### src/vlc_pkg.sv
// vlc_pkg: shared types, codes and sizes of the vector/lamport clock block
// used by vlc_ctrl, vlc_datapath and vector_lamport_clock_core; no dependencies
package vlc_pkg;

   // default sizes handed to the top level parameters
   localparam int DEF_MAX_PROCESSES = 16;
   localparam int DEF_CLOCK_WIDTH   = 32;

   // fixed field widths of the ports
   localparam int KIND_W  = 2;
   localparam int SLOT_W  = 6;
   localparam int FIELD_W = 32;
   localparam int OWN_W   = 6;
   localparam int ACT_W   = 7;

   // configuration port
   localparam int CSR_INDEX_W = 2;
   localparam int CSR_DATA_W  = 7;
   localparam logic [CSR_INDEX_W-1:0] CSR_OWN_INDEX    = 2'd0;
   localparam logic [CSR_INDEX_W-1:0] CSR_ACTIVE_COUNT = 2'd1;

   // register reset values
   localparam logic [OWN_W-1:0] OWN_INDEX_RESET    = 6'd1;
   localparam logic [ACT_W-1:0] ACTIVE_COUNT_RESET = 7'd16;

   // item kinds
   typedef enum logic [KIND_W-1:0] {
      KIND_LOCAL  = 2'd0,
      KIND_SEND   = 2'd1,
      KIND_RECV   = 2'd2,
      KIND_REPORT = 2'd3
   } kind_type;

   // controller to datapath commands, at most one step active at a time
   typedef struct packed {
      logic load;        // capture the accepted item
      logic tick_rd;     // bump lamport clock, read own entry
      logic tick_wr;     // write own entry plus one
      logic merge_rd;    // read the received slot
      logic merge_wr;    // write the maximum back
      logic emit_start;  // read entry 0 into the result register
      logic emit_next;   // read the following entry
   } cmd_type;

   // datapath to controller status
   typedef struct packed {
      logic emit_last;   // result register holds the final entry of the stamp
   } status_type;

endpackage

### src/vlc_ctrl.sv
// vlc_ctrl: sequencing state machine of the vector/lamport clock block
// depends on vlc_pkg for the kind codes and the command/status structs
module vlc_ctrl import vlc_pkg::*; (
   input  logic                clock,
   input  logic                reset,
   input  logic                req_valid,
   output logic                req_ready,
   input  logic [KIND_W-1:0]   req_kind,
   input  logic                req_first_element,
   output logic                rsp_valid,
   input  logic                rsp_ready,
   output cmd_type             cmd,
   input  status_type          status
);

   typedef enum logic [2:0] {
      ST_IDLE,
      ST_TICK_RD,
      ST_TICK_WR,
      ST_MERGE_RD,
      ST_MERGE_WR,
      ST_EMIT_RD,
      ST_EMIT_WAIT
   } state_type;

   state_type state_ff, state_in;
   kind_type  kind_ff, kind_in;
   logic      rsp_valid_ff, rsp_valid_in;
   logic      accept;
   kind_type  req_kind_e;

   assign req_kind_e = kind_type'(req_kind);
   assign req_ready  = (state_ff == ST_IDLE);
   assign accept     = req_valid && req_ready;
   assign rsp_valid  = rsp_valid_ff;

   always_comb begin
      cmd            = '0;
      cmd.load       = accept;
      cmd.tick_rd    = (state_ff == ST_TICK_RD);
      cmd.tick_wr    = (state_ff == ST_TICK_WR);
      cmd.merge_rd   = (state_ff == ST_MERGE_RD);
      cmd.merge_wr   = (state_ff == ST_MERGE_WR);
      cmd.emit_start = (state_ff == ST_EMIT_RD);
      cmd.emit_next  = (state_ff == ST_EMIT_WAIT) && rsp_ready && !status.emit_last;
   end

   always_comb begin
      state_in     = state_ff;
      kind_in      = kind_ff;
      rsp_valid_in = rsp_valid_ff;
      unique case (state_ff)
         ST_IDLE: begin
            if (accept) begin
               kind_in = req_kind_e;
               unique case (req_kind_e)
                  KIND_LOCAL, KIND_SEND: state_in = ST_TICK_RD;
                  KIND_RECV:   state_in = req_first_element ? ST_TICK_RD : ST_MERGE_RD;
                  KIND_REPORT: state_in = ST_EMIT_RD;
                  default:     state_in = ST_IDLE;
               endcase
            end
         end
         ST_TICK_RD: state_in = ST_TICK_WR;
         ST_TICK_WR: begin
            unique case (kind_ff)
               KIND_SEND: state_in = ST_EMIT_RD;
               KIND_RECV: state_in = ST_MERGE_RD;
               default:   state_in = ST_IDLE;
            endcase
         end
         ST_MERGE_RD: state_in = ST_MERGE_WR;
         ST_MERGE_WR: state_in = ST_IDLE;
         ST_EMIT_RD: begin
            rsp_valid_in = 1'b1;
            state_in     = ST_EMIT_WAIT;
         end
         ST_EMIT_WAIT: begin
            if (rsp_ready && status.emit_last) begin
               rsp_valid_in = 1'b0;
               state_in     = ST_IDLE;
            end
         end
         default: state_in = ST_IDLE;
      endcase
   end

   always_ff @(posedge clock) begin
      if (reset) begin
         state_ff     <= ST_IDLE;
         kind_ff      <= KIND_LOCAL;
         rsp_valid_ff <= 1'b0;
      end else begin
         state_ff     <= state_in;
         kind_ff      <= kind_in;
         rsp_valid_ff <= rsp_valid_in;
      end
   end

endmodule

### src/vlc_datapath.sv
// vlc_datapath: clock registers, vector memory, merge and stamp read-out
// depends on vlc_pkg for field widths, register codes and command/status structs
module vlc_datapath import vlc_pkg::*; #(
   parameter int MAX_PROCESSES = DEF_MAX_PROCESSES,
   parameter int CLOCK_WIDTH   = DEF_CLOCK_WIDTH
) (
   input  logic                   clock,
   input  logic                   reset,
   input  logic                   csr_valid,
   input  logic [CSR_INDEX_W-1:0] csr_index,
   input  logic [CSR_DATA_W-1:0]  csr_wdata,
   input  logic [KIND_W-1:0]      req_kind,
   input  logic                   req_first_element,
   input  logic [SLOT_W-1:0]      req_slot_index,
   input  logic [FIELD_W-1:0]     req_slot_value,
   input  logic [FIELD_W-1:0]     req_sender_lamport,
   output logic [FIELD_W-1:0]     rsp_lamport_stamp,
   output logic [SLOT_W-1:0]      rsp_stamp_slot,
   output logic [FIELD_W-1:0]     rsp_stamp_value,
   output logic                   rsp_last_of_run,
   input  cmd_type                cmd,
   output status_type             status
);

   localparam int AW = $clog2(MAX_PROCESSES);
   localparam int CW = $clog2(MAX_PROCESSES + 1);
   localparam logic [63:0] CLK_MAX64 = 64'hFFFF_FFFF_FFFF_FFFF >> (64 - CLOCK_WIDTH);
   localparam logic [CLOCK_WIDTH-1:0] CLK_MAX = CLOCK_WIDTH'(CLK_MAX64);

   // configuration registers
   logic [OWN_W-1:0] own_ff;
   logic [ACT_W-1:0] act_ff;

   // captured item
   logic [SLOT_W-1:0]      slot_ff;
   logic [CLOCK_WIDTH-1:0] value_ff, value_in;
   logic [CLOCK_WIDTH-1:0] cand_ff, cand_in, sender_clamp;
   logic                   first_ff;

   logic [CLOCK_WIDTH-1:0] lamport_ff, lamport_in, lamport_inc;

   // vector memory with per-entry valid bits, entries never written read as zero
   logic [CLOCK_WIDTH-1:0] mem [MAX_PROCESSES];
   logic [MAX_PROCESSES-1:0] valid_ff;
   logic [CLOCK_WIDTH-1:0] mem_q_ff;
   logic                   mem_valid_q_ff;
   logic [CLOCK_WIDTH-1:0] rd_data;

   logic [AW-1:0]          rd_addr, wr_addr, q_ff;
   logic                   rd_en, wr_en, last_ff;
   logic [CLOCK_WIDTH-1:0] wr_data;

   logic [CW-1:0] count_use;
   logic          own_active, slot_active;

   always_comb begin
      if (act_ff == '0)
         count_use = CW'(1);
      else if (act_ff > ACT_W'(MAX_PROCESSES))
         count_use = CW'(MAX_PROCESSES);
      else
         count_use = CW'(act_ff);
   end

   assign own_active  = ACT_W'(own_ff) < ACT_W'(count_use);
   assign slot_active = ACT_W'(slot_ff) < ACT_W'(count_use);

   // saturate received fields to the clock range
   always_comb begin
      value_in     = (64'(req_slot_value) > CLK_MAX64) ? CLK_MAX
                                                       : CLOCK_WIDTH'(req_slot_value);
      sender_clamp = (64'(req_sender_lamport) > CLK_MAX64) ? CLK_MAX
                                                           : CLOCK_WIDTH'(req_sender_lamport);
      cand_in      = (sender_clamp == CLK_MAX) ? CLK_MAX : sender_clamp + CLOCK_WIDTH'(1);
   end

   always_ff @(posedge clock) begin
      if (reset) begin
         own_ff <= OWN_INDEX_RESET;
         act_ff <= ACTIVE_COUNT_RESET;
      end else if (csr_valid) begin
         if (csr_index == CSR_OWN_INDEX)
            own_ff <= csr_wdata[OWN_W-1:0];
         else if (csr_index == CSR_ACTIVE_COUNT)
            act_ff <= csr_wdata[ACT_W-1:0];
      end
   end

   always_ff @(posedge clock) begin
      if (cmd.load) begin
         slot_ff  <= req_slot_index;
         value_ff <= value_in;
         cand_ff  <= cand_in;
         first_ff <= (kind_type'(req_kind) == KIND_RECV) && req_first_element;
      end
   end

   // lamport clock: tick, then on a first received element take the sender's clock plus one if larger
   always_comb begin
      lamport_inc = (lamport_ff == CLK_MAX) ? CLK_MAX : lamport_ff + CLOCK_WIDTH'(1);
      lamport_in  = lamport_ff;
      if (cmd.tick_rd)
         lamport_in = (first_ff && cand_ff > lamport_inc) ? cand_ff : lamport_inc;
   end

   always_ff @(posedge clock) begin
      if (reset)
         lamport_ff <= '0;
      else
         lamport_ff <= lamport_in;
   end

   // memory port control
   assign rd_data = mem_valid_q_ff ? mem_q_ff : '0;

   always_comb begin
      rd_en   = 1'b1;
      rd_addr = '0;
      priority if (cmd.tick_rd)
         rd_addr = own_ff[AW-1:0];
      else if (cmd.merge_rd)
         rd_addr = slot_ff[AW-1:0];
      else if (cmd.emit_start)
         rd_addr = '0;
      else if (cmd.emit_next)
         rd_addr = q_ff + AW'(1);
      else
         rd_en = 1'b0;
   end

   always_comb begin
      wr_en   = 1'b0;
      wr_addr = own_ff[AW-1:0];
      wr_data = (rd_data == CLK_MAX) ? CLK_MAX : rd_data + CLOCK_WIDTH'(1);
      priority if (cmd.tick_wr) begin
         wr_en = own_active;
      end else if (cmd.merge_wr) begin
         wr_addr = slot_ff[AW-1:0];
         wr_data = value_ff;
         wr_en   = slot_active && (value_ff > rd_data);
      end
   end

   always_ff @(posedge clock) begin
      if (wr_en)
         mem[wr_addr] <= wr_data;
      if (rd_en) begin
         mem_q_ff       <= mem[rd_addr];
         mem_valid_q_ff <= valid_ff[rd_addr];
      end
   end

   always_ff @(posedge clock) begin
      if (reset)
         valid_ff <= '0;
      else if (wr_en)
         valid_ff[wr_addr] <= 1'b1;
   end

   // stamp position of the entry in the result register
   always_ff @(posedge clock) begin
      if (cmd.emit_start || cmd.emit_next) begin
         q_ff    <= rd_addr;
         last_ff <= (CW'(rd_addr) + CW'(1)) == count_use;
      end
   end

   assign status.emit_last  = last_ff;
   assign rsp_lamport_stamp = FIELD_W'(lamport_ff);
   assign rsp_stamp_slot    = SLOT_W'(q_ff);
   assign rsp_stamp_value   = FIELD_W'(rd_data);
   assign rsp_last_of_run   = last_ff;

endmodule

### src/vector_lamport_clock_core.sv
// vector_lamport_clock_core: top level of the vector and lamport clock block
// depends on vlc_pkg, vlc_ctrl and vlc_datapath
//
// usage
//  - req channel: one item per event; kind selects local event, send,
//    received vector element or report; ready is high only while idle
//  - rsp channel: a send or report item returns one item per active vector
//    entry (slot 0 upward), each with the lamport clock; last_of_run marks
//    the final entry
//  - csr channel: register 0 own_index, register 1 active_count; always
//    ready, write only while no item is in flight
//  - steps per item, set by the single-port vector memory with registered
//    read (read then write-back for every update):
//      local event: tick read, tick write; non-first received element:
//      merge read, merge write; first received element: tick then merge
//      report: entry 0 read into the result register, then one entry per
//      cycle while rsp_ready is high; send adds the tick steps in front
//  - a stalled receiver holds the current entry; the next one is read only
//    after it is taken, and no new item is accepted until the last is taken
//  - reset: lamport clock zero, all vector entries read as zero through
//    per-entry valid bits, own_index 1, active_count 16; no clearing pass
module vector_lamport_clock_core import vlc_pkg::*; #(
   parameter int MAX_PROCESSES = DEF_MAX_PROCESSES,
   parameter int CLOCK_WIDTH   = DEF_CLOCK_WIDTH
) (
   input  logic                   clock,
   input  logic                   reset,
   // configuration writes
   input  logic                   csr_valid,
   output logic                   csr_ready,
   input  logic [CSR_INDEX_W-1:0] csr_index,
   input  logic [CSR_DATA_W-1:0]  csr_wdata,
   // event items
   input  logic                   req_valid,
   output logic                   req_ready,
   input  logic [KIND_W-1:0]      req_kind,
   input  logic                   req_first_element,
   input  logic [SLOT_W-1:0]      req_slot_index,
   input  logic [FIELD_W-1:0]     req_slot_value,
   input  logic [FIELD_W-1:0]     req_sender_lamport,
   // stamp items
   output logic                   rsp_valid,
   input  logic                   rsp_ready,
   output logic [FIELD_W-1:0]     rsp_lamport_stamp,
   output logic [SLOT_W-1:0]      rsp_stamp_slot,
   output logic [FIELD_W-1:0]     rsp_stamp_value,
   output logic                   rsp_last_of_run
);

   cmd_type    cmd;
   status_type status;

   // register writes never stall
   assign csr_ready = 1'b1;

   // sequencer: one item at a time
   vlc_ctrl u_ctrl (
      .clock             (clock),
      .reset             (reset),
      .req_valid         (req_valid),
      .req_ready         (req_ready),
      .req_kind          (req_kind),
      .req_first_element (req_first_element),
      .rsp_valid         (rsp_valid),
      .rsp_ready         (rsp_ready),
      .cmd               (cmd),
      .status            (status)
   );

   // clocks, vector memory and stamp register
   vlc_datapath #(
      .MAX_PROCESSES (MAX_PROCESSES),
      .CLOCK_WIDTH   (CLOCK_WIDTH)
   ) u_datapath (
      .clock              (clock),
      .reset              (reset),
      .csr_valid          (csr_valid),
      .csr_index          (csr_index),
      .csr_wdata          (csr_wdata),
      .req_kind           (req_kind),
      .req_first_element  (req_first_element),
      .req_slot_index     (req_slot_index),
      .req_slot_value     (req_slot_value),
      .req_sender_lamport (req_sender_lamport),
      .rsp_lamport_stamp  (rsp_lamport_stamp),
      .rsp_stamp_slot     (rsp_stamp_slot),
      .rsp_stamp_value    (rsp_stamp_value),
      .rsp_last_of_run    (rsp_last_of_run),
      .cmd                (cmd),
      .status             (status)
   );

   // no new item while a stamp is still pending
   a_idle_no_stamp: assert property (@(posedge clock) disable iff (reset)
      req_ready |-> !rsp_valid)
      else $error("req_ready high while a stamp entry is pending");

   // the stamp ends right after its last entry is taken
   a_stamp_ends: assert property (@(posedge clock) disable iff (reset)
      rsp_valid && rsp_ready && rsp_last_of_run |=> !rsp_valid)
      else $error("stamp continues past its last entry");

   // entries of one stamp come in consecutive slots
   a_stamp_step: assert property (@(posedge clock) disable iff (reset)
      rsp_valid && rsp_ready && !rsp_last_of_run |=>
         rsp_valid && (rsp_stamp_slot == $past(rsp_stamp_slot) + SLOT_W'(1)))
      else $error("stamp slot did not advance by one");

   // emitted slots stay inside the vector
   a_slot_range: assert property (@(posedge clock) disable iff (reset)
      rsp_valid |-> (ACT_W'(rsp_stamp_slot) < ACT_W'(MAX_PROCESSES)))
      else $error("stamp slot beyond vector size");

endmodule

### config.mk
export PLATFORM = sky130hd
export DESIGN_NAME = vector_lamport_clock_core
export DESIGN_NICKNAME = d
export VERILOG_FILES = /design/src/vlc_pkg.sv /design/src/vlc_ctrl.sv /design/src/vlc_datapath.sv /design/src/vector_lamport_clock_core.sv
export SDC_FILE = /design/constraint.sdc
export NUM_CORES = 1
export LEC_CHECK = 0
export BUFFER_PORTS_ARGS = -buffer_cell sky130_fd_sc_hd__buf_2
export CAP_MARGIN = 20
export CORE_MARGIN = 2
export CORE_UTILIZATION = 50
export DETAILED_ROUTE_END_ITERATION = 12
export PLACE_DENSITY = 0.74
export SYNTH_ARGS = -nofsm -noshare
export SYNTH_HDL_FRONTEND = slang
export SYNTH_HIERARCHICAL = 1
export SYNTH_SLANG_ARGS = --single-unit
### constraint.sdc
create_clock -name clock -period 6.96 [get_ports clock]
set_input_delay 1.392 -clock clock [delete_from_list [all_inputs] [get_ports clock]]
set_output_delay 1.392 -clock clock [all_outputs]
set_load 0.03 [all_outputs]
==> impl_metrics.env, run 1 <==
export IMPL_run_status="finished clean"
export IMPL_cts_tree="built"
export IMPL_slew_headroom_pct=25.87
export IMPL_power_density_nw_per_um2=280.1
export IMPL_synth_edf_count=621
export IMPL_grt_pass1_wl_um=116200
export IMPL_grt_total_usage_pct=24.63
export IMPL_arrival_ns=5.45
export IMPL_synth_area_per_cell_um2=14.83
export IMPL_grt_max_degree=135
export IMPL_cts_hold_buf=0
export IMPL_rsz0062_at_grt="no"
export IMPL_cellLeakagePower_uw=0.01234
export IMPL_core_area_um2=60250
export IMPL_root_buffer="clkbuf_16"
export IMPL_finalNetCount=2412
export IMPL_grt_overflow_total=0
export IMPL_synth_seq_cells=688
export IMPL_period_share_pct=74.89
export IMPL_yosysTopAreaCellShare_pct=61.30
export IMPL_clkSlewWorstSetupHoldPaths_ns=0.06
export IMPL_dieArea_um2=62830
export IMPL_start_kind="flop"
export IMPL_finalWorstSetupSlack_ns=1.748
export IMPL_hold_path_class="reg -> reg"
export IMPL_drv_max_cap_violation_count=0
export IMPL_antenna_found_initial=2
export IMPL_startpoint="u_datapath/mem_valid_q_ff"
export IMPL_period_needed_ns=5.212
export IMPL_crit_required_ns=7.20
export IMPL_numClockSinks=688
export IMPL_finalWirelength_um=77520
export IMPL_die_w_um=250.7
export IMPL_dr_pass1_iters=5
export IMPL_clock_skew_ns=0.03829
export IMPL_fill_cells=4494
export IMPL_rows=90
export IMPL_ys_types=77
export IMPL_postSynthCellCount=2051
export IMPL_numCtsBuffers=71
export IMPL_place_ws_ns=1.857
export IMPL_clock_fmax_ghz=0.1918
export IMPL_slew_viol_final=0
export IMPL_reg2reg_slack_ns=1.75
export IMPL_hold_start="u_datapath/act_ff[4]"
export IMPL_endpoint_kind="flop"
export IMPL_gp_congestion=0.9390
export IMPL_drc=0
export IMPL_hold_viol_final=0
export IMPL_io_pins=161
export IMPL_setup_tns_ns=0
export IMPL_clkLatencyLatePin_ns=0.63
export IMPL_dieHeight_um=250.7
export IMPL_dp_hpwl_um=45910
export IMPL_ys_warn_count=6
export IMPL_drtIter0Drc=2160
export IMPL_syn_to_final_growth_pct=15.26
export IMPL_initial_core_util_pct=50.50
export IMPL_post_drt_via_cell_ratio=6.239
export IMPL_drt_antenna_violating_nets=0
export IMPL_tightest_slew_ns=1.112
export IMPL_grt_pass1_vias=18978
export IMPL_ir_drop_uv=268.2
export IMPL_final_layout_size_suffix_gt1_share_pct=23.39
export IMPL_setup_viol=0
export IMPL_wire_per_inst_um=25.10
export IMPL_critPathMaxFanout=26
export IMPL_synth_area_leader_cell="edfxtp_1"
export IMPL_ys_seq_area_share_pct=65.71
export IMPL_syn_cell_area_um2=30420
export IMPL_portBuffers=157
export IMPL_async_flop_share_pct=0
export IMPL_r2r_start="u_datapath/mem_valid_q_ff"
export IMPL_ys_flop_type="edfxtp_1"
export IMPL_num_vias=19272
export IMPL_post_cts_resized=0
export IMPL_worst_setup_path_type="reg -> reg"
export IMPL_htree_levels=3
export IMPL_yosys_top_cells_area="edfxtp_1 61%, mux4_2 9.8%, dfxtp_1 4.4%"
export IMPL_clockBufferDepth=3
export IMPL_post_cts_setup_buffers=0
[worst max-delay path, stage by stage (launching register included)]
cell	delay, ns
edfxtp_1	0.95
buf_4	0.36
nand2_1	0.14
ha_1	0.33
nand4_1	0.22
nor4_1	0.84
o31ai_1	0.22
o211ai_1	0.20
buf_4	0.26
o21bai_4	0.33
a21oi_4	0.41
buf_4	0.54
[cell usage in the layout, fill, tap and decap left out, drive strengths merged, types with 16 or more instances in the layout]
cell,netlist,routed
edfxtp,621,621
buf,30,216
nand2,199,199
mux4,132,132
nor2,130,130
inv,81,84
clkbuf,70,84
ha,79,79
a21oi,71,71
dfxtp,67,67
a22oi,67,67
nand3,54,54
xnor2,49,49
a31oi,43,43
clkinv,0,36
nand4,35,35
o21ai,33,33
xor2,28,28
nor3,26,26
mux2,22,22
mux2i,19,19
o22ai,18,18
a21o,16,16
[layout make-up]
cell class              instances  area (um2)  area share, %
clock buffers                  79        1881          5.363
flip-flops and latches        688       19990          57.01
clock inverters                52       570.5          1.627
repair buffers                221        1359          3.875
diodes                          3       7.507        0.02141
well taps                     782       978.4          2.790
inverters                      81       309.0         0.8814
multi-input cells            1183        9970          28.43
[path summary, 6_finish.rpt]
path,endpoint,cells past startpoint
max,u_datapath/mem[5][0],11
min,u_datapath/act_ff[4],1
min reg2reg,u_datapath/act_ff[4],1
max reg2reg,u_datapath/mem[5][0],11
[state kept, by name, indices dropped and copies added, names as in the netlist]
signal	count
u_datapath/rsp_lamport_stamp	32
u_datapath/mem_valid_q_ff	1
u_datapath/cand_ff	32
u_datapath/slot_ff	6
u_datapath/value_ff	32
u_datapath/own_ff	6
u_ctrl/kind_ff	2
u_ctrl/rsp_valid	1
u_datapath/valid_ff	16
u_datapath/q_ff	4
u_ctrl/state_ff	3
u_datapath/first_ff	1
u_datapath/mem	512
u_datapath/act_ff	7
u_datapath/rsp_last_of_run	1
u_datapath/mem_q_ff	32
[layer usage]
| layer | routed length, um | vias up | track usage [%] | part of all wire (%) |
|---|---|---|---|---|
| met5 | 0 | - | 0 | 0 |
| met4 | 2506 | 0 | 8.931 | 3.2 |
| met3 | 8288 | 185 | 5.830 | 11 |
| met2 | 36240 | 1088 | 38.50 | 47 |
| met1 | 30490 | 9606 | 33.97 | 39 |
| li1 | - | 8393 | - | - |
[power by group]
| group | internal [uW] | switching (uW) | total [uW] |
|---|---|---|---|
| Clock | 2340 | 1620 | 3960 |
| Combinational | 396 | 660 | 1060 |
| Sequential | 4710 | 97.8 | 4810 |
[cells in the mapped netlist (6+ instances only)]
cell	number
edfxtp_1	621
nand2_1	199
mux4_2	132
nor2_1	130
ha_1	79
inv_1	79
a21oi_1	70
clkbuf_1	70
a22oi_1	67
dfxtp_1	67
nand3_1	54
xnor2_1	49
a31oi_1	43
nand4_1	35
o21ai_0	29
xor2_1	28
nor3_1	25
mux2_2	22
mux2i_1	19
o22ai_1	18
a21o_1	16
buf_1	12
and3_1	11
buf_2	11
nor4_1	11
and4_1	9
nor2b_1	9
o22a_1	9
o31ai_1	9
nand3b_1	7
or2_2	7
or3_1	7
and2_1	6
buf_4	6
[kinds of logic (layout without fill, tap and decap cells)]
logic type,Yosys count,count (layout),synth area share (%)
AND/OR/NAND/NOR,535,535,8.292
other,2,6,0.02469
AO/OA/AOI/OAI,316,316,6.906
buffers and inverters,181,433,2.394
adder cells (fa/ha/maj),79,79,3.249
XOR/XNOR,77,77,2.217
multiplexers,173,173,11.21
flip-flops,688,688,65.71
[through the flow]
stage	hold WS (ns)	instances	util (%)	total power (uW)	cell area, um2
after global placement	0.4482	2932	53.85	5882	32440
after detailed placement	0.4557	2934	53.87	5916	32450
after global routing	0.4850	3089	58.20	10130	35060
after CTS	0.4688	3065	57.94	9849	34900
final	0.4668	3089	58.20	9823	35060
after floorplan	0.4368	2052	-	5557	30430
Note: power is estimated with default switching activity, not from simulation.
==> run 2, diff against run 1 <==
- PLACE_DENSITY: 0.74 -> 0.77
- clock period: 6.96 -> 4.6 ns (I/O delays scaled with it)
==> run 2 against run 1 <==
  * Sequential cell count unchanged
  * Critical path type unchanged
  * Clock skew is 0.0041 ns lower
  * Fmax is 14% higher
  * Highest routed layer is now met5
==> impl_metrics.env, run 2 (synthesis gave the netlist of run 1 again) <==
export IMPL_run_status="finished clean"
export IMPL_drv_max_cap_violation_count=0
export IMPL_core_area_um2=60250
export IMPL_io_pins=161
export IMPL_critPathMaxFanout=41
export IMPL_syn_to_final_growth_pct=16.23
export IMPL_slew_headroom_pct=25.61
export IMPL_regArea_um2=19990
export IMPL_place_ws_ns=0.09584
export IMPL_crit_path_max_incr_delay_ns=0.58
export IMPL_grt_pass1_vias=19102
export IMPL_post_drt_via_cell_ratio=6.235
export IMPL_fill_cells=4522
export IMPL_startpoint="u_datapath/mem_valid_q_ff"
export IMPL_hold_start="req_slot_value[21]"
export IMPL_rows=90
export IMPL_cts_tree="built"
export IMPL_wire_per_inst_um=25.29
export IMPL_slew_viol_final=0
export IMPL_worst_setup_path_type="reg -> reg"
export IMPL_grt_max_degree=68
export IMPL_final_common_cell="edfxtp_1"
export IMPL_tightest_slew_ns=1.116
export IMPL_setup_viol=0
export IMPL_hold_viol_final=0
export IMPL_cts_hold_buf=0
export IMPL_dieHeight_um=250.7
export IMPL_arrival_ns=4.82
export IMPL_path_delay_family="simple AND/OR/NAND/NOR gates"
export IMPL_ir_drop_uv=369.7
export IMPL_initial_core_util_pct=50.50
export IMPL_fin_util_pct=58.69
export IMPL_critPathBufInv=4
export IMPL_power_density_nw_per_um2=414.2
export IMPL_period_needed_ns=4.571
export IMPL_grt_pass1_wl_um=118400
export IMPL_dp_hpwl_um=49320
export IMPL_slowest_stage="nor4_1"
export IMPL_die_w_um=250.7
export IMPL_cellLeakagePower_uw=0.01254
export IMPL_grt_overflow_total=0
export IMPL_setup_tns_ns=0
export IMPL_drtIter0Drc=2179
export IMPL_crit_required_ns=4.85
export IMPL_final_cell_mix="621 x edfxtp_1, 199 x nand2_1, 158 x buf_2"
export IMPL_numCtsBuffers=71
export IMPL_crit_chain="buf_12, nand2_1, ha_1, nand4_1, nor4_1, buf_4, nor3b_2, o21bai_4, buf_4, a21oi_4, buf_4"
export IMPL_clkLatencyLatePin_ns=0.63
export IMPL_portBuffers=157
export IMPL_largest_reg_flops=512
export IMPL_endpoint_kind="flop"
export IMPL_drc=0
export IMPL_antenna_found_initial=3
export IMPL_rsz0062_at_grt="no"
export IMPL_numClockSinks=688
export IMPL_final_layout_size_suffix_gt1_share_pct=24.98
export IMPL_wl_met2_um=36960
export IMPL_period_share_pct=99.36
export IMPL_multi_input_area_um2=9982
export IMPL_clkSlewWorstSetupHoldPaths_ns=0.06
export IMPL_finalWirelength_um=79370
export IMPL_topRoutingLayerUsed="met5"
export IMPL_start_kind="flop"
export IMPL_clock_skew_ns=0.03417
export IMPL_clock_fmax_ghz=0.2188
export IMPL_dr_pass1_iters=6
export IMPL_root_buffer="clkbuf_16"
export IMPL_htree_levels=3
export IMPL_r2r_start="u_datapath/mem_valid_q_ff"
export IMPL_crit_top_cell="buf_4"
export IMPL_grt_total_usage_pct=25.25
export IMPL_wirelength_met1_um=31860
export IMPL_dieArea_um2=62830
export IMPL_finalWorstSetupSlack_ns=0.02946
export IMPL_drt_antenna_violating_nets=0
export IMPL_finalNetCount=2464
export IMPL_clockBufferDepth=3
export IMPL_gp_congestion=0.9217
export IMPL_num_vias=19565
export IMPL_hold_path_class="in -> reg"
export IMPL_regMostFlops="u_datapath/mem"
export IMPL_dr_wl_met3_um=7744
==> run 2: path summary, 6_finish.rpt <==
kind | depth (start not counted) | slack (ns) | endpoint
worst max-delay path | 11 | 0.03 | u_datapath/mem[11][2]
worst min-delay path | 1 | 0.46 | u_datapath/value_ff[21]
worst min register to register | 1 | 0.49 | u_datapath/act_ff[4]
worst max register to register | 11 | 0.03 | u_datapath/mem[11][2]
==> run 2: layout make-up <==
cell class                 instances  share of cell area (%)
inverter                          81                  0.8741
multi-input combinational       1183                   28.23
timing repair buffer             273                   5.032
sequential                       688                   56.54
antenna                            2                 0.01415
clock buffer                      89                   5.361
tap                              782                   2.767
clock inverter                    40                   1.178
==> run 2: metrics by stage <==
step | instances | hold slack, ns | cell area (um2) | total power [uW]
2_1_floorplan | 2052 | 0.4368 | 30430 | 8409
3_3_place_gp | 3003 | 0.4452 | 32990 | 8959
3_5_place_dp | 3004 | 0.4834 | 32990 | 9010
4_1_cts | 3133 | 0.4290 | 35310 | 14700
5_1_grt | 3138 | 0.4416 | 35360 | 15070
6_report | 3138 | 0.4562 | 35360 | 14650
==> run 2: what timing repair did <==
| action | in CTS | in global routing |
|---|---|---|
| resized for setup | 0 | 2 |
| setup buffers | 0 | 2 |
| endpoints found under the setup margin | 0 | 31 |
==> run 2: layer usage <==
layer,vias to the layer above,GRT usage (%)
met1,9757,36.04
met2,1098,39.25
met5,-,0
li1,8510,-
met3,198,4.510
met4,2,9.119
==> run 2: where the power goes <==
group | total, uW | internal [uW] | switching [uW]
sequential | 7250 | 7120 | 130
clock | 5730 | 3300 | 2430
combinational | 1660 | 634 | 1030
